### src/hw/rtl/assert_macros.svh
// assertion helpers included by the controller rtl
`ifndef ASSERT_MACROS_SVH
`define ASSERT_MACROS_SVH

// clocked check, masked while reset is asserted
`define PFD_ASSERT(label, prop, msg) \
    label: assert property (@(posedge clk) disable iff (!rst_n) prop) else $error(msg);

// clocked implication check, masked while reset is asserted
`define PFD_ASSERT_IMPL(label, cond, prop, msg) \
    label: assert property (@(posedge clk) disable iff (!rst_n) (cond) |-> (prop)) \
        else $error(msg);

`endif

### src/hw/rtl/pfd_pkg.sv
`timescale 1ns / 1ps
// ----------------------------------------------------------------------------
// pfd_pkg
// Shared widths, reset values, register indexes and config type of the
// fan duty pid loop.
// ----------------------------------------------------------------------------
package pfd_pkg;

    function automatic int max_int(input int a, input int b);
        return (a > b) ? a : b;
    endfunction

    localparam int SAMPLE_BITS = 10;
    localparam int ACC_BITS    = 32;
    localparam int FRAC_BITS   = 8;
    localparam int HEIGHT_W    = 10;
    localparam int GAIN_W      = 16;
    localparam int INV_W       = 10;
    localparam int DUTY_W      = 10;
    localparam int DUTY_MAX    = 1023;

    // error and sample difference
    localparam int ERR_W     = max_int(HEIGHT_W, SAMPLE_BITS) + 1;
    // difference times inverse period
    localparam int D1_W      = ERR_W + INV_W;
    localparam int MUL_A_W   = max_int(ACC_BITS, D1_W);
    localparam int MUL_B_W   = GAIN_W;
    localparam int PROD_W    = MUL_A_W + MUL_B_W + 1;
    localparam int ACC_SUM_W = max_int(ACC_BITS, ERR_W + GAIN_W + 1) + 1;
    localparam int SUM_W     = PROD_W + 2;

    localparam int CFG_IDX_W  = 3;
    localparam int CFG_DATA_W = 16;

    localparam logic [CFG_IDX_W-1:0] CFG_TARGET_HEIGHT = 3'd0;
    localparam logic [CFG_IDX_W-1:0] CFG_GAIN_PROP     = 3'd1;
    localparam logic [CFG_IDX_W-1:0] CFG_GAIN_INTEG    = 3'd2;
    localparam logic [CFG_IDX_W-1:0] CFG_GAIN_DERIV    = 3'd3;
    localparam logic [CFG_IDX_W-1:0] CFG_INTEG_RATE    = 3'd4;
    localparam logic [CFG_IDX_W-1:0] CFG_INV_PERIOD    = 3'd5;

    localparam logic [HEIGHT_W-1:0]    TARGET_RESET  = 10'd500;
    localparam logic [GAIN_W-1:0]      GAIN_P_RESET  = 16'd317;
    localparam logic [GAIN_W-1:0]      GAIN_I_RESET  = 16'd128;
    localparam logic [GAIN_W-1:0]      GAIN_D_RESET  = 16'd26;
    localparam logic [GAIN_W-1:0]      RATE_RESET    = 16'd8;
    localparam logic [INV_W-1:0]       INV_PER_RESET = 10'd10;
    localparam logic [SAMPLE_BITS-1:0] PREV_RESET    = SAMPLE_BITS'(30);

    typedef struct packed {
        logic [HEIGHT_W-1:0] target_height;
        logic [GAIN_W-1:0]   gain_prop;
        logic [GAIN_W-1:0]   gain_integ;
        logic [GAIN_W-1:0]   gain_deriv;
        logic [GAIN_W-1:0]   integ_rate;
        logic [INV_W-1:0]    inv_period;
    } pfd_cfg_t;

endpackage

### src/hw/rtl/pfd_if.sv
`timescale 1ns / 1ps
// ----------------------------------------------------------------------------
// pfd_if
// Valid/ready channels for height samples in and duty results out.
// ----------------------------------------------------------------------------
interface pfd_sample_if import pfd_pkg::*; ();
    logic                   valid;
    logic                   ready;
    logic [SAMPLE_BITS-1:0] height_sample;

    modport source (output valid, output height_sample, input ready);
    modport sink   (input valid, input height_sample, output ready);
endinterface

interface pfd_duty_if import pfd_pkg::*; ();
    logic              valid;
    logic              ready;
    logic [DUTY_W-1:0] duty_value;
    logic              clamped_low;
    logic              clamped_high;

    modport source (output valid, output duty_value, output clamped_low,
                    output clamped_high, input ready);
    modport sink   (input valid, input duty_value, input clamped_low,
                    input clamped_high, output ready);
endinterface

### src/hw/rtl/pfd_cfg.sv
`timescale 1ns / 1ps
// ----------------------------------------------------------------------------
// pfd_cfg
// Setpoint, gain and period registers behind a plain write port.
// ----------------------------------------------------------------------------
module pfd_cfg import pfd_pkg::*;
(
    input  logic                  clk,
    input  logic                  rst_n,
    input  logic                  wr_en,
    input  logic [CFG_IDX_W-1:0]  index,
    input  logic [CFG_DATA_W-1:0] wr_data,
    output pfd_cfg_t              cfg
);

    pfd_cfg_t cfg_reg;

    always_ff @(posedge clk or negedge rst_n)
    begin
        if (!rst_n)
        begin
            cfg_reg.target_height <= TARGET_RESET;
            cfg_reg.gain_prop     <= GAIN_P_RESET;
            cfg_reg.gain_integ    <= GAIN_I_RESET;
            cfg_reg.gain_deriv    <= GAIN_D_RESET;
            cfg_reg.integ_rate    <= RATE_RESET;
            cfg_reg.inv_period    <= INV_PER_RESET;
        end
        else if (wr_en)
        begin
            case (index)
                CFG_TARGET_HEIGHT: cfg_reg.target_height <= wr_data[HEIGHT_W-1:0];
                CFG_GAIN_PROP:     cfg_reg.gain_prop     <= wr_data[GAIN_W-1:0];
                CFG_GAIN_INTEG:    cfg_reg.gain_integ    <= wr_data[GAIN_W-1:0];
                CFG_GAIN_DERIV:    cfg_reg.gain_deriv    <= wr_data[GAIN_W-1:0];
                CFG_INTEG_RATE:    cfg_reg.integ_rate    <= wr_data[GAIN_W-1:0];
                CFG_INV_PERIOD:    cfg_reg.inv_period    <= wr_data[INV_W-1:0];
                default:           cfg_reg <= cfg_reg;
            endcase
        end
    end

    assign cfg = cfg_reg;

endmodule

### src/hw/rtl/pfd_mul.sv
`timescale 1ns / 1ps
// ----------------------------------------------------------------------------
// pfd_mul
// Shared signed-by-unsigned multiplier with a registered product.
// ----------------------------------------------------------------------------
module pfd_mul import pfd_pkg::*;
(
    input  logic                      clk,
    input  logic signed [MUL_A_W-1:0] op_a,
    input  logic        [MUL_B_W-1:0] op_b,
    output logic signed [PROD_W-1:0]  prod
);

    logic signed [MUL_B_W:0]  op_b_s;
    logic signed [PROD_W-1:0] prod_reg;

    // unsigned operand gets a zero sign bit
    assign op_b_s = $signed({1'b0, op_b});

    always_ff @(posedge clk)
    begin
        prod_reg <= op_a * op_b_s;
    end

    assign prod = prod_reg;

endmodule

### src/hw/rtl/pid_fan_duty_controller.sv
`timescale 1ns / 1ps
// ----------------------------------------------------------------------------
// pid_fan_duty_controller
// Discrete pid loop turning a height sample into a clamped fan pwm duty.
// ----------------------------------------------------------------------------
// Each height sample transfer yields one duty transfer. The sample is taken
// when the sequencer is idle; the five products (integral step, proportional,
// derivative difference step, integral term, derivative gain step) go one per
// cycle through a single registered multiplier before the sum is clamped and
// registered, and a new sample is taken only after the sequencer returns to
// idle. The next sample can be taken while a finished duty still waits on the
// output register. Gains are unsigned Q8.8, the integral saturates at the
// signed accumulator range, and the duty is clamped to 0..1023 with flags for
// either clamp.
module pid_fan_duty_controller import pfd_pkg::*;
(
    input  logic                  clk,
    input  logic                  rst_n,
    input  logic                  cfg_wr_en,
    input  logic [CFG_IDX_W-1:0]  cfg_index,
    input  logic [CFG_DATA_W-1:0] cfg_wr_data,
    pfd_sample_if.sink            sample,
    pfd_duty_if.source            duty
);

`include "assert_macros.svh"

    typedef enum logic [3:0] {
        ST_IDLE,
        ST_M_IR,
        ST_M_P,
        ST_M_DI,
        ST_M_I,
        ST_M_DG,
        ST_D_ADD,
        ST_FIN
    } state_t;

    localparam logic signed [ACC_SUM_W-1:0] ACC_HI =
        ACC_SUM_W'((64'sd1 <<< (ACC_BITS - 1)) - 64'sd1);
    localparam logic signed [ACC_SUM_W-1:0] ACC_LO = ~ACC_HI;
    localparam logic signed [PROD_W-1:0] PROD_BIAS = PROD_W'((1 << FRAC_BITS) - 1);
    localparam logic signed [PROD_W-1:0] PROD_ZERO = '0;
    localparam logic signed [SUM_W-1:0]  SUM_BIAS  = SUM_W'((1 << FRAC_BITS) - 1);
    localparam logic signed [SUM_W-1:0]  SUM_ZERO  = '0;
    localparam logic signed [SUM_W-1:0]  DUTY_LIM  = SUM_W'(DUTY_MAX);

    pfd_cfg_t cfg;

    state_t                    state_reg, state_next;
    logic signed [ERR_W-1:0]   err_reg, err_next;
    logic signed [ERR_W-1:0]   diff_reg, diff_next;
    logic [SAMPLE_BITS-1:0]    prev_reg, prev_next;
    logic signed [ACC_BITS-1:0] accum_reg, accum_next;
    logic signed [D1_W-1:0]    d1_reg, d1_next;
    logic signed [SUM_W-1:0]   sum_reg, sum_next;
    logic [DUTY_W-1:0]         duty_reg, duty_next;
    logic                      lo_reg, lo_next;
    logic                      hi_reg, hi_next;
    logic                      out_valid_reg, out_valid_next;

    logic signed [MUL_A_W-1:0]   op_a;
    logic        [MUL_B_W-1:0]   op_b;
    logic signed [PROD_W-1:0]    prod;
    logic signed [ACC_SUM_W-1:0] acc_sum;
    logic signed [ACC_BITS-1:0]  acc_sat;
    logic signed [PROD_W-1:0]    i_biased;
    logic signed [PROD_W-1:0]    i_term;
    logic signed [SUM_W-1:0]     sum_biased;
    logic signed [SUM_W-1:0]     raw;

    pfd_cfg u_cfg
    (
        .clk     (clk),
        .rst_n   (rst_n),
        .wr_en   (cfg_wr_en),
        .index   (cfg_index),
        .wr_data (cfg_wr_data),
        .cfg     (cfg)
    );

    pfd_mul u_mul
    (
        .clk  (clk),
        .op_a (op_a),
        .op_b (op_b),
        .prod (prod)
    );

    // operand select for the shared multiplier
    always_comb
    begin
        op_a = MUL_A_W'(err_reg);
        op_b = cfg.integ_rate;
        case (state_reg)
            ST_M_IR:
            begin
                op_a = MUL_A_W'(err_reg);
                op_b = cfg.integ_rate;
            end
            ST_M_P:
            begin
                op_a = MUL_A_W'(err_reg);
                op_b = cfg.gain_prop;
            end
            ST_M_DI:
            begin
                op_a = MUL_A_W'(diff_reg);
                op_b = MUL_B_W'(cfg.inv_period);
            end
            ST_M_I:
            begin
                op_a = MUL_A_W'(accum_reg);
                op_b = cfg.gain_integ;
            end
            ST_M_DG:
            begin
                op_a = MUL_A_W'(d1_reg);
                op_b = cfg.gain_deriv;
            end
            default:
            begin
                op_a = MUL_A_W'(err_reg);
                op_b = cfg.integ_rate;
            end
        endcase
    end

    // integral update with saturation
    always_comb
    begin
        acc_sum = ACC_SUM_W'(accum_reg) + ACC_SUM_W'(prod);
        if (acc_sum > ACC_HI)
            acc_sat = ACC_BITS'(ACC_HI);
        else if (acc_sum < ACC_LO)
            acc_sat = ACC_BITS'(ACC_LO);
        else
            acc_sat = ACC_BITS'(acc_sum);
    end

    // divide by 256 toward zero: bias negatives before the arithmetic shift
    always_comb
    begin
        i_biased   = prod + (prod[PROD_W-1] ? PROD_BIAS : PROD_ZERO);
        i_term     = i_biased >>> FRAC_BITS;
        sum_biased = sum_reg + (sum_reg[SUM_W-1] ? SUM_BIAS : SUM_ZERO);
        raw        = sum_biased >>> FRAC_BITS;
    end

    always_comb
    begin
        state_next     = state_reg;
        err_next       = err_reg;
        diff_next      = diff_reg;
        prev_next      = prev_reg;
        accum_next     = accum_reg;
        d1_next        = d1_reg;
        sum_next       = sum_reg;
        duty_next      = duty_reg;
        lo_next        = lo_reg;
        hi_next        = hi_reg;
        out_valid_next = out_valid_reg;

        if (duty.ready)
            out_valid_next = 1'b0;

        case (state_reg)
            ST_IDLE:
            begin
                if (sample.valid)
                begin
                    err_next   = $signed(ERR_W'(cfg.target_height)
                                         - ERR_W'(sample.height_sample));
                    diff_next  = $signed(ERR_W'(sample.height_sample) - ERR_W'(prev_reg));
                    prev_next  = sample.height_sample;
                    state_next = ST_M_IR;
                end
            end
            ST_M_IR:
            begin
                state_next = ST_M_P;
            end
            ST_M_P:
            begin
                accum_next = acc_sat;
                state_next = ST_M_DI;
            end
            ST_M_DI:
            begin
                // proportional term opens the sum
                sum_next   = SUM_W'(prod);
                state_next = ST_M_I;
            end
            ST_M_I:
            begin
                d1_next    = $signed(prod[D1_W-1:0]);
                state_next = ST_M_DG;
            end
            ST_M_DG:
            begin
                sum_next   = sum_reg + SUM_W'(i_term);
                state_next = ST_D_ADD;
            end
            ST_D_ADD:
            begin
                sum_next   = sum_reg + SUM_W'(prod);
                state_next = ST_FIN;
            end
            ST_FIN:
            begin
                // hold here until the output register is free
                if (!out_valid_reg || duty.ready)
                begin
                    if (raw[SUM_W-1])
                    begin
                        duty_next = '0;
                        lo_next   = 1'b1;
                        hi_next   = 1'b0;
                    end
                    else if (raw > DUTY_LIM)
                    begin
                        duty_next = DUTY_W'(DUTY_MAX);
                        lo_next   = 1'b0;
                        hi_next   = 1'b1;
                    end
                    else
                    begin
                        duty_next = raw[DUTY_W-1:0];
                        lo_next   = 1'b0;
                        hi_next   = 1'b0;
                    end
                    out_valid_next = 1'b1;
                    state_next     = ST_IDLE;
                end
            end
            default:
            begin
                state_next = ST_IDLE;
            end
        endcase
    end

    always_ff @(posedge clk or negedge rst_n)
    begin
        if (!rst_n)
        begin
            state_reg     <= ST_IDLE;
            prev_reg      <= PREV_RESET;
            accum_reg     <= '0;
            out_valid_reg <= 1'b0;
            duty_reg      <= '0;
            lo_reg        <= 1'b0;
            hi_reg        <= 1'b0;
        end
        else
        begin
            state_reg     <= state_next;
            prev_reg      <= prev_next;
            accum_reg     <= accum_next;
            out_valid_reg <= out_valid_next;
            duty_reg      <= duty_next;
            lo_reg        <= lo_next;
            hi_reg        <= hi_next;
        end
    end

    always_ff @(posedge clk)
    begin
        err_reg  <= err_next;
        diff_reg <= diff_next;
        d1_reg   <= d1_next;
        sum_reg  <= sum_next;
    end

    assign sample.ready      = (state_reg == ST_IDLE);
    assign duty.valid        = out_valid_reg;
    assign duty.duty_value   = duty_reg;
    assign duty.clamped_low  = lo_reg;
    assign duty.clamped_high = hi_reg;

    `PFD_ASSERT(a_start_seq, (sample.valid && sample.ready) |=> (state_reg == ST_M_IR), "sample transfer did not start the sequence")
    `PFD_ASSERT_IMPL(a_one_clamp, duty.valid, !(duty.clamped_low && duty.clamped_high), "both clamp flags set")
    `PFD_ASSERT_IMPL(a_low_zero, duty.valid && duty.clamped_low, duty.duty_value == '0, "low clamp with nonzero duty")
    `PFD_ASSERT_IMPL(a_high_max, duty.valid && duty.clamped_high, duty.duty_value == DUTY_W'(DUTY_MAX), "high clamp below full duty")

endmodule

### src/flat_wrapper.sv
// flat-port wrapper written by rule: the top's interface ports become plain ports
module pid_fan_duty_controller_flat import pfd_pkg::*;
  (clk, rst_n, cfg_wr_en, cfg_index, cfg_wr_data, sample_valid, sample_height_sample, sample_ready, duty_valid, duty_duty_value, duty_clamped_low, duty_clamped_high, duty_ready);
  pfd_sample_if sample_i ();
  pfd_duty_if duty_i ();
  input  logic clk;
  input  logic rst_n;
  input  logic cfg_wr_en;
  input  logic [CFG_IDX_W-1:0] cfg_index;
  input  logic [CFG_DATA_W-1:0] cfg_wr_data;
  input wire logic [$bits(sample_i.valid)-1:0] sample_valid;
  input wire logic [$bits(sample_i.height_sample)-1:0] sample_height_sample;
  output wire logic [$bits(sample_i.ready)-1:0] sample_ready;
  output wire logic [$bits(duty_i.valid)-1:0] duty_valid;
  output wire logic [$bits(duty_i.duty_value)-1:0] duty_duty_value;
  output wire logic [$bits(duty_i.clamped_low)-1:0] duty_clamped_low;
  output wire logic [$bits(duty_i.clamped_high)-1:0] duty_clamped_high;
  input wire logic [$bits(duty_i.ready)-1:0] duty_ready;
  assign sample_i.valid = sample_valid;
  assign sample_i.height_sample = sample_height_sample;
  assign sample_ready = sample_i.ready;
  assign duty_valid = duty_i.valid;
  assign duty_duty_value = duty_i.duty_value;
  assign duty_clamped_low = duty_i.clamped_low;
  assign duty_clamped_high = duty_i.clamped_high;
  assign duty_i.ready = duty_ready;
  pid_fan_duty_controller u_core (.clk(clk), .rst_n(rst_n), .cfg_wr_en(cfg_wr_en), .cfg_index(cfg_index), .cfg_wr_data(cfg_wr_data), .sample(sample_i), .duty(duty_i));
endmodule
### config.mk
export PLATFORM = sky130hd
export DESIGN_NAME = pid_fan_duty_controller_flat
export DESIGN_NICKNAME = d
export VERILOG_FILES = /design/src/hw/rtl/pfd_pkg.sv /design/src/hw/rtl/pfd_if.sv /design/src/hw/rtl/pfd_cfg.sv /design/src/hw/rtl/pfd_mul.sv /design/src/hw/rtl/pid_fan_duty_controller.sv /design/src/flat_wrapper.sv
export VERILOG_INCLUDE_DIRS = /design/src /design/src/hw/rtl
export SDC_FILE = /design/constraint.sdc
export NUM_CORES = 2
export LEC_CHECK = 0
export ABC_CLOCK_PERIOD_IN_PS = 9300
export BUFFER_PORTS_ARGS = -buffer_cell sky130_fd_sc_hd__buf_2
export CAP_MARGIN = 20
export CORE_MARGIN = 1
export CORE_UTILIZATION = 55
export CTS_BUF_LIST = sky130_fd_sc_hd__clkbuf_4 sky130_fd_sc_hd__clkbuf_8
export DETAILED_ROUTE_END_ITERATION = 7
export GPL_TIMING_DRIVEN = 0
export MAX_ROUTING_LAYER = met4
export PLACE_DENSITY = 0.71
export SETUP_SLACK_MARGIN = 0.2
export SYNTH_ARGS = -nofsm -noshare
export SYNTH_HDL_FRONTEND = slang
export SYNTH_SLANG_ARGS = --single-unit
### constraint.sdc
create_clock -name clk -period 9.3 [get_ports clk]
set_input_delay 1.86 -clock clk [delete_from_list [all_inputs] [get_ports clk]]
set_output_delay 1.86 -clock clk [all_outputs]
set_load 0.03 [all_outputs]
==> results.md <==
- Initial core utilization: 0.555
- Register Area: 7390 sq um
- Via density: 5.82
- Routability cong.: 0.993
- Layout overhead on the synthesized area: 7.99%
- CP max stage cell: fa_1
- # setup viols final: 0
- Syn Inst Count: 4156
- Reg2reg start: u_core.state_reg[1]
- Number of flip-flops in the largest register: 84
- Placed cell areas: 38000 sq um
- Global-route wire length before repair: 173 mm
- H-tree levels: 2
- Max Fclk: 114 MHz
- Worst r2r dst: u_core.u_mul.prod[48]
- Seq cells post-synth: 285
- Residual DRC count: 0
- Vias in the first global route: 30200
- Clock transition at the registers of the reported paths: 60 ps
- WP depth: 29
- Reg2Reg Setup Slack: 540 ps
- Worst Hold End: u_core.u_cfg.cfg[67]
- Vias: 30100
- Status: complete, no violations
- Avg Cell Area, Syn: 8.78 sq um
- DR pass1 iterations: 5
- CP most frequent cell: fa_1
- Global-route usage over all layers: 0.349
- CP max stage delay: 600 ps
- Skew final: 62.2 ps
- WL final: 112 mm
- Antenna Nets Post-Route: 0
- CORE AREA: 65700 sq um
- Main flop type after synthesis: dfrtp_1
- PortBufs: 47
- # Max-Cap Violations: 0
- Hpwl dp: 90.6 mm
- WL per Instance: 21.6 um
- Mapped cell area: 36500 sq um
- Finished Core Util: 0.599
- Yosys cell types: 78
- Startpoint Class: flop
- CP endpoint kind: flop
- Placed Cells: 5078
- CP delay by family, top: adder cells
- Post-layout nets: 5032
- Critical Path AT: 9290 ps
- WP buf/inv: 9
- Final Cycle Share: 0.942
- EDFF count, synth: 94
- Antenna violations before repair: 2
- Ys async rst share: 0.498
- Die area: 67400 sq um
- Fin. Hold Viols: 0
- Worst slew margin: 0.217
- # hold bufs at CTS: 0
- Max-slew violation count: 0
- Die Y-Extent: 260 um
- Clock Root Buffer: clkbuf_8
- CTS Sinks: 285
- Largest net degree at the start of global routing: 95
- Unrepaired setup endpoints after global routing: yes
- Cell area after layout: 39400 sq um
- Peak fanout along the critical path: 10
- Worst min path class: flop to flop
- Area of the multi-input gates: 26100 sq um
- # IOs: 48
- Fillers: 5863
- CTS tree: done
- CP Class: flop to flop
- Layout cells sized above 1: 0.0923
- Max Root-Sink Buffers: 3
- Skew-Pair Late Insertion Delay: 650 ps
- Tmin final: 8760 ps
- Cell count of the worst hold path: 1
- Syn nets: 4917
- Starting DRC count in detailed routing: 2694
- Yosys warns: 0
- R2R cell count: 29
- Post-route setup TNS: 0 ps
- Sequential fraction of the synthesis area: 0.202
- GR Overflow Total: 0
- CTS Buf Count: 49
- Worst-Margin Slew: 1170 ps
- Hold Path Origin: u_core.u_cfg.cfg[67]
- CP Data Required Time: 9820 ps
- Row count: 94
- Die width: 260 um
- Finished Layout Cells: 5178
==> layout by cell type (no fill, tap or decap), types with 12 or more instances in the layout <==
master and count:
o21ai_1 13, dfxtp_1 49, nand3_1 79, xor2_1 75, nor2b_1 22, o21a_1 34
mux2_2 101, buf_2 56, inv_1 661, clkbuf_1 107, mux2i_1 42, nor2_1 333
fa_1 493, a31oi_1 14, and2_1 27, o21bai_1 15, nor3_1 23, dfstp_2 23
o22ai_1 13, dfrtp_1 119, a211oi_1 20, edfxtp_1 94, clkbuf_8 60, xnor2_1 110
maj3_1 14, o211ai_1 23, a21oi_1 166, nand2b_1 40, clkbuf_2 46, nand4_1 31
o21ai_0 258, a21o_1 83, a21boi_0 12, and3_1 14, nand2_1 597, ha_1 233
clkbuf_4 22
==> what timing repair did <==
item / in CTS / in global routing
pin swaps: 0 / 1
setup endpoints to repair: 32 / 17
setup buffers: 2 / 4
gates resized for setup: 58 / 74
==> through the flow <==
stage,hold slack (ps),setup WS [ps]
after floorplan,431,1460
after global placement,484,-1400
after detailed placement,490,-1260
after CTS,508,202
after global routing,514,153
final,504,539
==> routing by layer <==
metal | routed length [um] | part of all wire | GRT usage | up-vias
met3 | 11000 | 0.099 | 0.0656 | 288
met2 | 48400 | 0.43 | 0.517 | 1378
met5 | 0 | 0 | - | -
met4 | 5250 | 0.047 | 0.142 | 0
li1 | - | - | - | 13700
met1 | 47300 | 0.42 | 0.470 | 14800
==> area by class of cell <==
cell class                      instances  area share
Multi-Input combinational cell       3035       0.663
Sequential cell                       285       0.187
Inverter                              661      0.0630
Tap cell                              864      0.0274
Clock buffer                           76      0.0238
Buffer                                175      0.0195
Timing Repair Buffer                   64      0.0116
Clock inverter                         16     0.00372
Antenna cell                            2    0.000127
==> synth_stat cells, drive strengths merged (7+ instances only) <==
cell	number	share of area
a211o	7	0.0017
a211oi	22	0.0047
a21boi	13	0.0027
a21o	83	0.017
a21oi	169	0.023
a31oi	15	0.0026
and2	28	0.0048
and3	14	0.0024
buf	14	0.0018
clkbuf	161	0.017
dfrtp	119	0.082
dfstp	23	0.017
dfxtp	49	0.027
edfxtp	94	0.077
fa	493	0.27
ha	234	0.080
inv	661	0.068
maj3	14	0.0038
mux2	103	0.032
mux2i	51	0.014
nand2	600	0.062
nand2b	40	0.0069
nand3	79	0.011
nand4	32	0.0057
nor2	334	0.034
nor2b	23	0.0039
nor3	25	0.0039
nor4	12	0.0022
o211ai	23	0.0047
o21a	36	0.0074
o21ai	275	0.038
o21bai	15	0.0031
o22ai	13	0.0022
or2	9	0.0015
or3	7	0.0012
xnor2	110	0.026
xor2	75	0.018
==> how the worst max path moves through the flow <==
stage	from	endpoint	slack, ps
final	u_core.state_reg[1]	u_core.u_mul.prod[48]	540
after global routing	u_core.state_reg[1]	u_core.u_mul.prod[48]	150
after CTS	u_core.state_reg[1]	u_core.u_mul.prod[48]	200
after detailed placement	u_core.state_reg[1]	u_core.u_mul.prod[48]	-1260
after global placement	u_core.state_reg[1]	u_core.u_mul.prod[48]	-1400
after floorplan	u_core.state_reg[0]	u_core.u_mul.prod[48]	1460
==> kinds of logic after synthesis <==
group | share of synthesized area
flops | 0.202
fa+ha+maj | 0.355
mux | 0.0458
buf+inv | 0.0864
compound gates | 0.120
xor+xnor | 0.0444
simple gates | 0.146
Power is not shown: default switching activity piles up to over one toggle a cycle in this logic, so the estimate is an artifact.
